==> src/utfdec_pkg.sv <==
// ----------------------------------------------------------------------------
// utfdec_pkg
// Shared types and constants of the UTF-8 to UCS-2 stream decoder.
// ----------------------------------------------------------------------------
package utfdec_pkg;

    localparam int unsigned MaxRes = 3;

    localparam logic [15:0] REPL_UNIT = 16'h003F;

    localparam logic [7:0] MASK_LEAD2 = 8'hE0;
    localparam logic [7:0] MASK_LEAD3 = 8'hF0;
    localparam logic [7:0] MASK_LEAD4 = 8'hF8;
    localparam logic [7:0] MASK_LEAD5 = 8'hFC;
    localparam logic [7:0] MASK_LEAD6 = 8'hFE;
    localparam logic [7:0] CODE_LEAD2 = 8'hC0;
    localparam logic [7:0] CODE_LEAD3 = 8'hE0;
    localparam logic [7:0] CODE_LEAD4 = 8'hF0;
    localparam logic [7:0] CODE_LEAD5 = 8'hF8;
    localparam logic [7:0] CODE_LEAD6 = 8'hFC;

    localparam logic [2:0] DROP_LEAD4 = 3'd3;
    localparam logic [2:0] DROP_LEAD5 = 3'd4;
    localparam logic [2:0] DROP_LEAD6 = 3'd5;

    typedef struct packed {
        logic [7:0] in_byte;
        logic       end_of_string;
    } t_in;

    typedef struct packed {
        logic [15:0] code_unit;
        logic        is_replacement;
        logic        last_of_run;
    } t_out;

    typedef struct packed {
        logic [1:0]       count;
        t_out [MaxRes-1:0] item;
    } t_res_set;

endpackage

==> src/utfdec_core.sv <==
// ----------------------------------------------------------------------------
// utfdec_core
// Decode state and per-byte result list: one byte in, up to three words out.
// ----------------------------------------------------------------------------
module utfdec_core (
    input  logic                 i_clk,
    input  logic                 i_rst_n,
    input  logic                 i_accept,
    input  utfdec_pkg::t_in      i_data,
    output utfdec_pkg::t_res_set o_res
);
    import utfdec_pkg::*;

    typedef enum logic [1:0] {
        MODE_IDLE  = 2'd0,
        MODE_TWO   = 2'd1,
        MODE_THREE = 2'd2,
        MODE_DROP  = 2'd3
    } t_mode;

    t_mode       r_mode,    n_mode;
    logic [2:0]  r_remain,  n_remain;
    logic        r_held,    n_held;
    logic [15:0] r_partial, n_partial;

    t_mode       lead_mode;
    logic [2:0]  lead_remain;
    logic [15:0] lead_partial;
    logic        lead_put;
    logic        lead_repl;

    logic [7:0]  b;
    logic        cont;

    assign b    = i_data.in_byte;
    assign cont = (b[7:6] == 2'b10);

    always_comb begin
        lead_mode    = MODE_IDLE;
        lead_remain  = 3'd0;
        lead_partial = 16'd0;
        lead_put     = 1'b0;
        lead_repl    = 1'b0;
        priority if (!b[7]) begin
            lead_put = (b != 8'd0);
        end else if ((b & MASK_LEAD2) == CODE_LEAD2) begin
            lead_mode    = MODE_TWO;
            lead_remain  = 3'd1;
            lead_partial = {5'd0, b[4:0], 6'd0};
        end else if ((b & MASK_LEAD3) == CODE_LEAD3) begin
            lead_mode    = MODE_THREE;
            lead_remain  = 3'd2;
            lead_partial = {b[3:0], 12'd0};
        end else if ((b & MASK_LEAD4) == CODE_LEAD4) begin
            lead_mode   = MODE_DROP;
            lead_remain = DROP_LEAD4;
            lead_put    = 1'b1;
            lead_repl   = 1'b1;
        end else if ((b & MASK_LEAD5) == CODE_LEAD5) begin
            lead_mode   = MODE_DROP;
            lead_remain = DROP_LEAD5;
            lead_put    = 1'b1;
            lead_repl   = 1'b1;
        end else if ((b & MASK_LEAD6) == CODE_LEAD6) begin
            lead_mode   = MODE_DROP;
            lead_remain = DROP_LEAD6;
            lead_put    = 1'b1;
            lead_repl   = 1'b1;
        end else begin
            lead_put  = 1'b1;
            lead_repl = 1'b1;
        end
    end

    always_comb begin
        logic [1:0]  cnt;
        logic [15:0] v;
        logic        do_lead;

        n_mode    = r_mode;
        n_remain  = r_remain;
        n_held    = r_held;
        n_partial = r_partial;
        cnt       = 2'd0;
        do_lead   = 1'b0;
        v         = r_partial | {10'd0, b[5:0]};
        o_res     = '0;

        unique case (r_mode)
            MODE_TWO: begin
                if (cont) begin
                    n_mode    = MODE_IDLE;
                    n_remain  = 3'd0;
                    n_held    = 1'b0;
                    n_partial = 16'd0;
                    if (v != 16'd0) begin
                        o_res.item[cnt] = '{code_unit: v, is_replacement: 1'b0,
                                            last_of_run: 1'b0};
                        cnt = cnt + 2'd1;
                    end
                end else begin
                    o_res.item[cnt] = '{code_unit: REPL_UNIT, is_replacement: 1'b1,
                                        last_of_run: 1'b0};
                    cnt = cnt + 2'd1;
                    do_lead = 1'b1;
                end
            end
            MODE_THREE: begin
                if (cont) begin
                    if (!r_held) begin
                        n_partial = r_partial | {4'd0, b[5:0], 6'd0};
                        n_held    = 1'b1;
                        n_remain  = 3'd1;
                    end else begin
                        n_mode    = MODE_IDLE;
                        n_remain  = 3'd0;
                        n_held    = 1'b0;
                        n_partial = 16'd0;
                        if (v != 16'd0) begin
                            o_res.item[cnt] = '{code_unit: v, is_replacement: 1'b0,
                                                last_of_run: 1'b0};
                            cnt = cnt + 2'd1;
                        end
                    end
                end else begin
                    o_res.item[cnt] = '{code_unit: REPL_UNIT, is_replacement: 1'b1,
                                        last_of_run: 1'b0};
                    cnt = cnt + 2'd1;
                    if (r_held) begin
                        o_res.item[cnt] = '{code_unit: REPL_UNIT, is_replacement: 1'b1,
                                            last_of_run: 1'b0};
                        cnt = cnt + 2'd1;
                    end
                    do_lead = 1'b1;
                end
            end
            MODE_DROP: begin
                if (r_remain <= 3'd1) begin
                    n_mode    = MODE_IDLE;
                    n_remain  = 3'd0;
                    n_held    = 1'b0;
                    n_partial = 16'd0;
                end else begin
                    n_remain = r_remain - 3'd1;
                end
            end
            default: begin
                do_lead = 1'b1;
            end
        endcase

        if (do_lead) begin
            n_mode    = lead_mode;
            n_remain  = lead_remain;
            n_held    = 1'b0;
            n_partial = lead_partial;
            if (lead_put && cnt != 2'd3) begin
                o_res.item[cnt] = '{code_unit: lead_repl ? REPL_UNIT : {8'd0, b},
                                    is_replacement: lead_repl, last_of_run: 1'b0};
                cnt = cnt + 2'd1;
            end
        end

        if (i_data.end_of_string) begin
            if (n_mode == MODE_TWO || n_mode == MODE_THREE) begin
                if (cnt != 2'd3) begin
                    o_res.item[cnt] = '{code_unit: REPL_UNIT, is_replacement: 1'b1,
                                        last_of_run: 1'b0};
                    cnt = cnt + 2'd1;
                end
                if (n_mode == MODE_THREE && n_held && cnt != 2'd3) begin
                    o_res.item[cnt] = '{code_unit: REPL_UNIT, is_replacement: 1'b1,
                                        last_of_run: 1'b0};
                    cnt = cnt + 2'd1;
                end
            end
            n_mode    = MODE_IDLE;
            n_remain  = 3'd0;
            n_held    = 1'b0;
            n_partial = 16'd0;
        end

        if (cnt != 2'd0) begin
            o_res.item[cnt - 2'd1].last_of_run = 1'b1;
        end
        o_res.count = cnt;
    end

    always_ff @(posedge i_clk) begin
        if (!i_rst_n) begin
            r_mode    <= MODE_IDLE;
            r_remain  <= 3'd0;
            r_held    <= 1'b0;
            r_partial <= 16'd0;
        end else if (i_accept) begin
            r_mode    <= n_mode;
            r_remain  <= n_remain;
            r_held    <= n_held;
            r_partial <= n_partial;
        end
    end

endmodule

==> src/utfdec_obuf.sv <==
// ----------------------------------------------------------------------------
// utfdec_obuf
// Result register: holds the words of one byte and hands them out in order.
// ----------------------------------------------------------------------------
module utfdec_obuf (
    input  logic                 i_clk,
    input  logic                 i_rst_n,
    input  logic                 i_in_valid,
    output logic                 o_in_ready,
    input  utfdec_pkg::t_res_set i_res,
    output logic                 o_out_valid,
    input  logic                 i_out_ready,
    output utfdec_pkg::t_out     o_out_data
);
    import utfdec_pkg::*;

    t_out [MaxRes-1:0] r_item;
    logic [1:0]        r_left;
    logic              pop;
    logic              load;

    assign o_out_valid = (r_left != 2'd0);
    assign o_out_data  = r_item[0];
    assign pop         = o_out_valid && i_out_ready;
    assign o_in_ready  = (r_left == 2'd0) || (r_left == 2'd1 && i_out_ready);
    assign load        = i_in_valid && o_in_ready;

    always_ff @(posedge i_clk) begin
        if (!i_rst_n) begin
            r_left <= 2'd0;
        end else if (load) begin
            r_left <= i_res.count;
        end else if (pop) begin
            r_left <= r_left - 2'd1;
        end
    end

    // advance the word list one place per taken word
    always_ff @(posedge i_clk) begin
        if (load) begin
            r_item <= i_res.item;
        end else if (pop) begin
            r_item <= {r_item[MaxRes-1], r_item[MaxRes-1:1]};
        end
    end

endmodule

==> src/utf8_to_ucs2_stream_decoder.sv <==
// ----------------------------------------------------------------------------
// utf8_to_ucs2_stream_decoder
// UTF-8 byte stream in, UCS-2 code units out, with '?' for bad sequences.
// ----------------------------------------------------------------------------
// Input channel: one UTF-8 byte per word plus an end-of-string flag, taken
// on i_in_valid and o_in_ready. Output channel: one code unit per word with
// replacement and last-of-run flags, given on o_out_valid and i_out_ready.
// A byte makes zero to three output words; the flag last_of_run marks the
// final word of each byte.
// The first word of a byte shows in the cycle after the byte is taken.
// One byte per cycle while each byte makes at most one word and the receiver
// is ready; a byte that makes more words holds the input until its last word
// can leave the single result register, draining one word per ready cycle.
// Reset (synchronous, active low) returns the decoder to idle and empties
// the result register. When the receiver stalls, the pending words hold and
// o_in_ready drops once the last of them cannot leave in this cycle.
// ----------------------------------------------------------------------------
module utf8_to_ucs2_stream_decoder (
    input  logic             i_clk,
    input  logic             i_rst_n,
    input  logic             i_in_valid,
    output logic             o_in_ready,
    input  utfdec_pkg::t_in  i_in_data,
    output logic             o_out_valid,
    input  logic             i_out_ready,
    output utfdec_pkg::t_out o_out_data
);
    import utfdec_pkg::*;

    t_res_set res;
    logic     accept;

    assign accept = i_in_valid && o_in_ready;

    utfdec_core u_core (
        .i_clk    (i_clk),
        .i_rst_n  (i_rst_n),
        .i_accept (accept),
        .i_data   (i_in_data),
        .o_res    (res)
    );

    utfdec_obuf u_obuf (
        .i_clk       (i_clk),
        .i_rst_n     (i_rst_n),
        .i_in_valid  (i_in_valid),
        .o_in_ready  (o_in_ready),
        .i_res       (res),
        .o_out_valid (o_out_valid),
        .i_out_ready (i_out_ready),
        .o_out_data  (o_out_data)
    );

endmodule

==> config.mk <==
export PLATFORM = sky130hd
export DESIGN_NAME = utf8_to_ucs2_stream_decoder
export DESIGN_NICKNAME = d
export VERILOG_FILES = /design/src/utfdec_pkg.sv /design/src/utfdec_core.sv /design/src/utfdec_obuf.sv /design/src/utf8_to_ucs2_stream_decoder.sv
export SDC_FILE = /design/constraint.sdc
export NUM_CORES = 1
export LEC_CHECK = 0
export ABC_AREA = 1
export BUFFER_PORTS_ARGS = -buffer_cell sky130_fd_sc_hd__buf_2
export CORE_UTILIZATION = 45
export DETAILED_ROUTE_END_ITERATION = 10
export PLACE_DENSITY = 0.59
export RECOVER_POWER = 50
export SLEW_MARGIN = 20
export SYNTH_ARGS = -nofsm -noshare
export SYNTH_HDL_FRONTEND = slang
export SYNTH_SLANG_ARGS = --single-unit
==> constraint.sdc <==
create_clock -name i_clk -period 4.3 [get_ports i_clk]
set_clock_uncertainty 0.2 [all_clocks]
set_input_delay 0.645 -clock i_clk [delete_from_list [all_inputs] [get_ports i_clk]]
set_output_delay 0.645 -clock i_clk [all_outputs]
set_load 0.01 [all_outputs]
* After elaboration in Yosys (flattened, before gate mapping) *
Cells that the tools add are included.

word-level totals
  register bits after elaboration = 78
  bits in latches = 0
  memory bits (writable) = 0
  memory bits (read-only) = 0
  input bits = 13
  output and inout bits = 20
  logic and storage cells = 172
  memories kept = 0

operators by class
  $add $sub $neg = 6
  multipliers = 0
  div/mod/pow operators = 0
  $lt $le $gt $ge = 9
  eq/ne operators = 18
  shift operators = 0
  mux-type cells = 95
  bitwise gates (word level) = 8
  reduce and logical (&&, ||, !) cells = 22

operators with widths
  operator                                                                             number
  54-bit 2-to-1 mux                                                                    10
  18-bit 2-to-1 mux                                                                    9
  18-bit demux with 2-bit select                                                       4
  16-bit 2-to-1 mux                                                                    9
  54-bit bitwise mux                                                                   2
  33-bit AND                                                                           2
  33-bit inverter                                                                      2
  2-bit 2-to-1 mux                                                                     25
  16-bit one-hot mux with 3 select lines                                               1
  21-bit bitwise OR                                                                    2
  36-bit 2-to-1 mux                                                                    1
  18-bit one-hot mux with 2 select lines                                               1
  3-bit 2-to-1 mux                                                                     11
  8-bit 2-to-1 mux                                                                     2
  16-bit by 12-bit bitwise OR with 16-bit output                                       1
  16-bit by 6-bit bitwise OR with 16-bit output                                        1
  16-bit nonzero test                                                                  1
  1-bit 2-to-1 mux                                                                     15
  2-bit by 3-bit less-than comparator with 1-bit output, second input constant         4
  4-bit by 2-bit != test with 1-bit output, second input constant                      3
  1-bit logical AND                                                                    10
  3-bit one-hot mux with 3 select lines                                                1
  2-bit equality test, second input constant                                           4
  2-bit by 1-bit greater-or-equal comparator with 1-bit output, second input constant  4
  other kinds (23)                                                                     33

* Longest topological paths before layout *
  depth after elaboration = 27
  depth in mapped cells = 19
  mapped depth without buffers = 19

* Cells and area by module *
Synthesis repeated with hierarchy kept, for this count alone.

unflattened totals
  cells, all modules = 616
  area total of the unflattened synthesis = 4,717.0 um^2

modules (own cells, without submodules)
  module                       times used  cells each  area an instance (um^2)  seq. area each (um^2)
  utfdec_obuf                  1           252         2,658.8                  1,661.6
  utfdec_core                  1           362         2,050.7                  320.3
  utf8_to_ucs2_stream_decoder  1           2           7.5                      0.0

* Worst setup path after synthesis *
No wires, ideal clock.

  kind = reg-to-reg
  start point = reg u_core.r_mode[0]
  end point = reg u_obuf.r_item (netlist bit u_obuf.o_out_data[0]) (data pin)
  setup time = 0.253 ns
  arrival = 2.683 ns
  data required time = 3.847 ns
  path slack = 1.164 ns
  cell stages (with the launch flop) = 17
  path buffers = 1
  clock period less this slack = 3.136 ns
  path through = dfxtp_1 inv_1 ha_1 inv_2 nand2_2 nand2_2 clkbuf_1 nor3_1 o21ai_1 nand2_1 ha_1 nor2_1 inv_1 nor2_1 nand3_1 nand3_1 nand2_1

between the ends
  word-level cells in the longest chain between the ends = 23
  elaborated cells between the ends (all ways) = 73
  those cells by class = add/sub: 4; order compare: 8; eq/ne: 8; mux: 39; bitwise: 4; reduce/logical: 10

RTL lines
  what                                                                             RTL line            text
  start, declared                                                                  utfdec_core.sv:21   t_mode r_mode, n_mode;
  start signal, assigned                                                           utfdec_core.sv:196  r_mode <= n_mode;
  branches (longest 21 deep; another with 2-bit by 1-bit adder with 2-bit output)  --
  54-bit 2-to-1 mux (*)                                                            utfdec_core.sv:183  if (cnt != 2'd0) begin
  54-bit 2-to-1 mux (*)                                                            utfdec_obuf.sv:40   if (load) begin
  end signal, assigned                                                             utfdec_obuf.sv:41   r_item <= i_res.item;
  end signal, assigned                                                             utfdec_obuf.sv:43   r_item <= {r_item[MaxRes-1], r_item[MaxRes-1:1]};
  end, declared                                                                    utfdec_obuf.sv:17   t_out [MaxRes-1:0] r_item;

Mark *: on every way between the ends. The select of a mux whose other input is x is not followed.
A chain may end at the register's enable or synchronous reset.

* Worst setup path after layout *
  start point = reg u_core.r_mode[0]
  end point = reg u_obuf.r_item[26] (netlist name) (data pin)

between the ends
  word-level cells in the longest chain between the ends = 22
  elaborated cells between the ends (all ways) = 69
  those cells by class = add/sub: 4; order compare: 6; eq/ne: 8; mux: 38; bitwise: 4; reduce/logical: 9

RTL lines
  what                                                                                            RTL line
  branches (longest 20 deep; another with 2-bit by 3-bit less-than comparator with 1-bit output)  --
  54-bit 2-to-1 mux (*)                                                                           utfdec_core.sv:183
  54-bit 2-to-1 mux (*)                                                                           utfdec_obuf.sv:40

Marks and branches as above.

==> metrics.md <==
| Metric | Value |
|---|---|
| Status | `finished, violations left` |
| Failing checks | `capacitance limit, slew limit` |
| Worst VDD drop | `567 µV` |
| Clock transition at path regs | `0.07 ns` |
| Crit. End Element | `register` |
| DIE AREA | `about 0.0088 mm²` |
| Post-CTS setup buffer count | `0` |
| Post-DR wirelength/cell | `between 10 and 15 µm` |
| Number of enable flip-flop cells after synthesis | `39` |
| FFs w/ async S/R, synth | `0%` |
| Layout cell share with drive strength beyond 1 | `around 15%` |
| # clock sinks | `57` |
| Final Power | `~2.1 mW` |
| Finish-stage setup viols | `0` |
| Max-slew violation count | `33` |
| Final Hold Vio Count | `0` |
| Overall Global Routing Usage | `21.3%` |
| Rel. slew slack | `-9.30%` |
| Core Area | `0.00818 mm²` |
| Die W | `~94 µm` |
| DRC viols | `0` |
| Most frequent cells in the layout | `nand2_1, nor2_1, inv_1` |
| GRT Residual Overflow | `0` |
| Dpl hpwl | `around 6.6 mm` |
| Crit Path Max Fanout | `17` |
| Final GP Congestion | `a little over 0.9` |
| Die H | `93.7 µm` |
| Final worst-path cycle share | `79.9%` |
| # nets final | `533` |
| Cell Pwr Density | `about 520 mW/mm²` |
| Most common cell after layout, fill and taps aside | `nand2_1` |
| Worst-Margin Slew | `1.64 ns` |
| Minimum clock period | `~3.4 ns` |
| FF-to-FF setup slack | `about 0.86 ns` |
| Setup crit start kind | `register` |
| Setup TNS Final | `0 ns` |
| Area growth syn-to-layout | `8.23%` |
| Initial antenna violation count | `0` |
| FILL cells | `820` |
| Initial Util | `between 40% and 50%` |
| Maximum level of the CTS H-tree | `3` |
| Syn Inst Count | `slightly below 500` |
| Critical Path AT | `3.32 ns` |
| FF+latch count, synth | `57` |
| Post-Syn Area | `0.00379 mm²` |
| CTS hold repair buffers | `0` |
| Syn avg cell area | `slightly below 8 µm²` |
| Multi-input gate area | `roughly 0.0018 mm²` |
| Vias per inst | `about 5.2` |
| Critical Path RT | `roughly 4.2 ns` |
| Detail Route Antenna Nets | `0` |
| Top cells by area, synth | `edfxtp_1, nand2_1, dfxtp_1` |
| CTS root buf | `clkbuf_8` |
| Clock tree buffer depth | `2` |
| First-pass GRT wire length | `~14 mm` |
| Register area share after synthesis | `about 40%` |
| Clk_lat worst skew | `between 0.3 and 0.4 ns` |
| Initial DRC Count | `slightly above 200` |
| CTS tree | `built` |
| Most area-hungry cell type in the Yosys netlist | `edfxtp_1` |
| Vias in the first global route | `between 2000 and 3000` |
| Post_cts resized | `0` |
| Core Rows | `33` |
| Max-cap violation count | `1` |
| IO buf count | `32` |
| Post-synthesis cell type count | `38` |
| Total CTS buffers | `9` |
| Fmax | `about 290 MHz` |
| 1st-pass router iterations | `5` |
| Top FF cell, synth | `edfxtp_1` |
| Top cell type's share of synthesized area | `between 30% and 40%` |
| Worst Hold Class | `register to register` |
| Worst setup path category | `register to register` |
| Routed wire length | `between 8 and 9 mm` |
| RSZ-0062 raised after global routing | `false` |
| Via count | `about 3200` |
| ANT cells | `0` |
| Reg area | `approximately 0.0015 mm²` |
| Leak | `1.70 nW` |
| YS warnings | `0` |
| Boundary pin count | `33` |
| Largest net degree at the start of global routing | `33` |
stage by stage:
stage                     util [%]  hold WS (ns)  instance area (µm²)  setup slack [ns]  instances
after global placement        47.9         0.286                 3910             0.882        599
after floorplan                  -         0.253                 3790              1.16        488
after global routing          50.1         0.321                 4100             0.486        615
after CTS                     50.6         0.296                 4130             0.848        615
final                         50.1         0.295                 4100             0.864        615
after detailed placement      47.9         0.282                 3910             0.781        599
worst paths after layout:
kind,end,startpoint,cells past startpoint
max,u_obuf.r_item[26],u_core.r_mode[0],16
min,u_core.r_partial[11],u_core.r_partial[11],2
max reg2reg,u_obuf.r_item[26],u_core.r_mode[0],16
min reg2reg,u_core.r_partial[11],u_core.r_partial[11],2
cell usage after synthesis, types with 3 or more instances:
cell type / instances
o21ai_0: 30
inv_1: 51
nor2_4: 3
clkbuf_1: 8
nand2_1: 100
edfxtp_1: 39
o21ai_1: 6
ha_1: 15
inv_2: 9
nor2_1: 52
a21oi_2: 8
dfxtp_1: 18
nand4_1: 9
o32ai_1: 3
nand3_1: 27
nand2_2: 8
nand2_4: 5
nor3_1: 8
buf_4: 20
nor2_2: 3
a21oi_1: 42
inv_4: 4
per-layer routing:
layer,wire (µm),GRT usage [%]
met1,4190,28.1
met2,3990,34.8
met3,358,4.29
met4,131,7.05
met5,0,0
area by class of cell:
cell class / count / area share [%]
clock buffer: 11 / 3.45
clock inverter: 5 / 1.95
inverter: 64 / 6.11
multi-input combinational: 338 / 44.3
sequential: 57 / 37.4
tap: 105 / 3.21
timing repair buffer: 35 / 3.57
state kept, by name, summed over array words and instances, names as in the netlist:
signal,cells
u_obuf.r_item,21
u_obuf.o_out_data,18
u_core.r_partial,10
u_core.r_remain,3
u_core.r_mode,2
u_obuf.r_left,2
u_core.r_held,1
worst max-delay path, cell delays in order (launching register included):
cell	delay, ns
dfxtp_1	0.40
inv_1	0.09
ha_1	0.37
inv_2	0.07
nand2_2	0.09
nand2_2	0.20
inv_4	0.25
nand2_1	0.08
o21ai_1	0.10
inv_1	0.06
ha_1	0.27
nor2_1	0.30
inv_1	0.22
nor2_1	0.20
nand2_2	0.13
nand3_1	0.09
o21ai_1	0.06
cells by family after synthesis:
group / synth area share [%]
xor+xnor: 0.231
fa+ha+maj: 4.96
compound gates: 14.8
other cells: 0.0990
flops: 40.4
simple gates: 27.8
buf+inv: 11.7
power breakdown:
part | switching, mW | leakage (nW) | internal, mW | total (mW)
Clock | 0.221 | 0.106 | 0.341 | 0.563
Combinational | 0.471 | 1.06 | 0.200 | 0.672
Sequential | 0.0520 | 0.536 | 0.860 | 0.912
Total | 0.745 | 1.70 | 1.40 | 2.15
No activity file was read; power rests on OpenSTA's default activity.
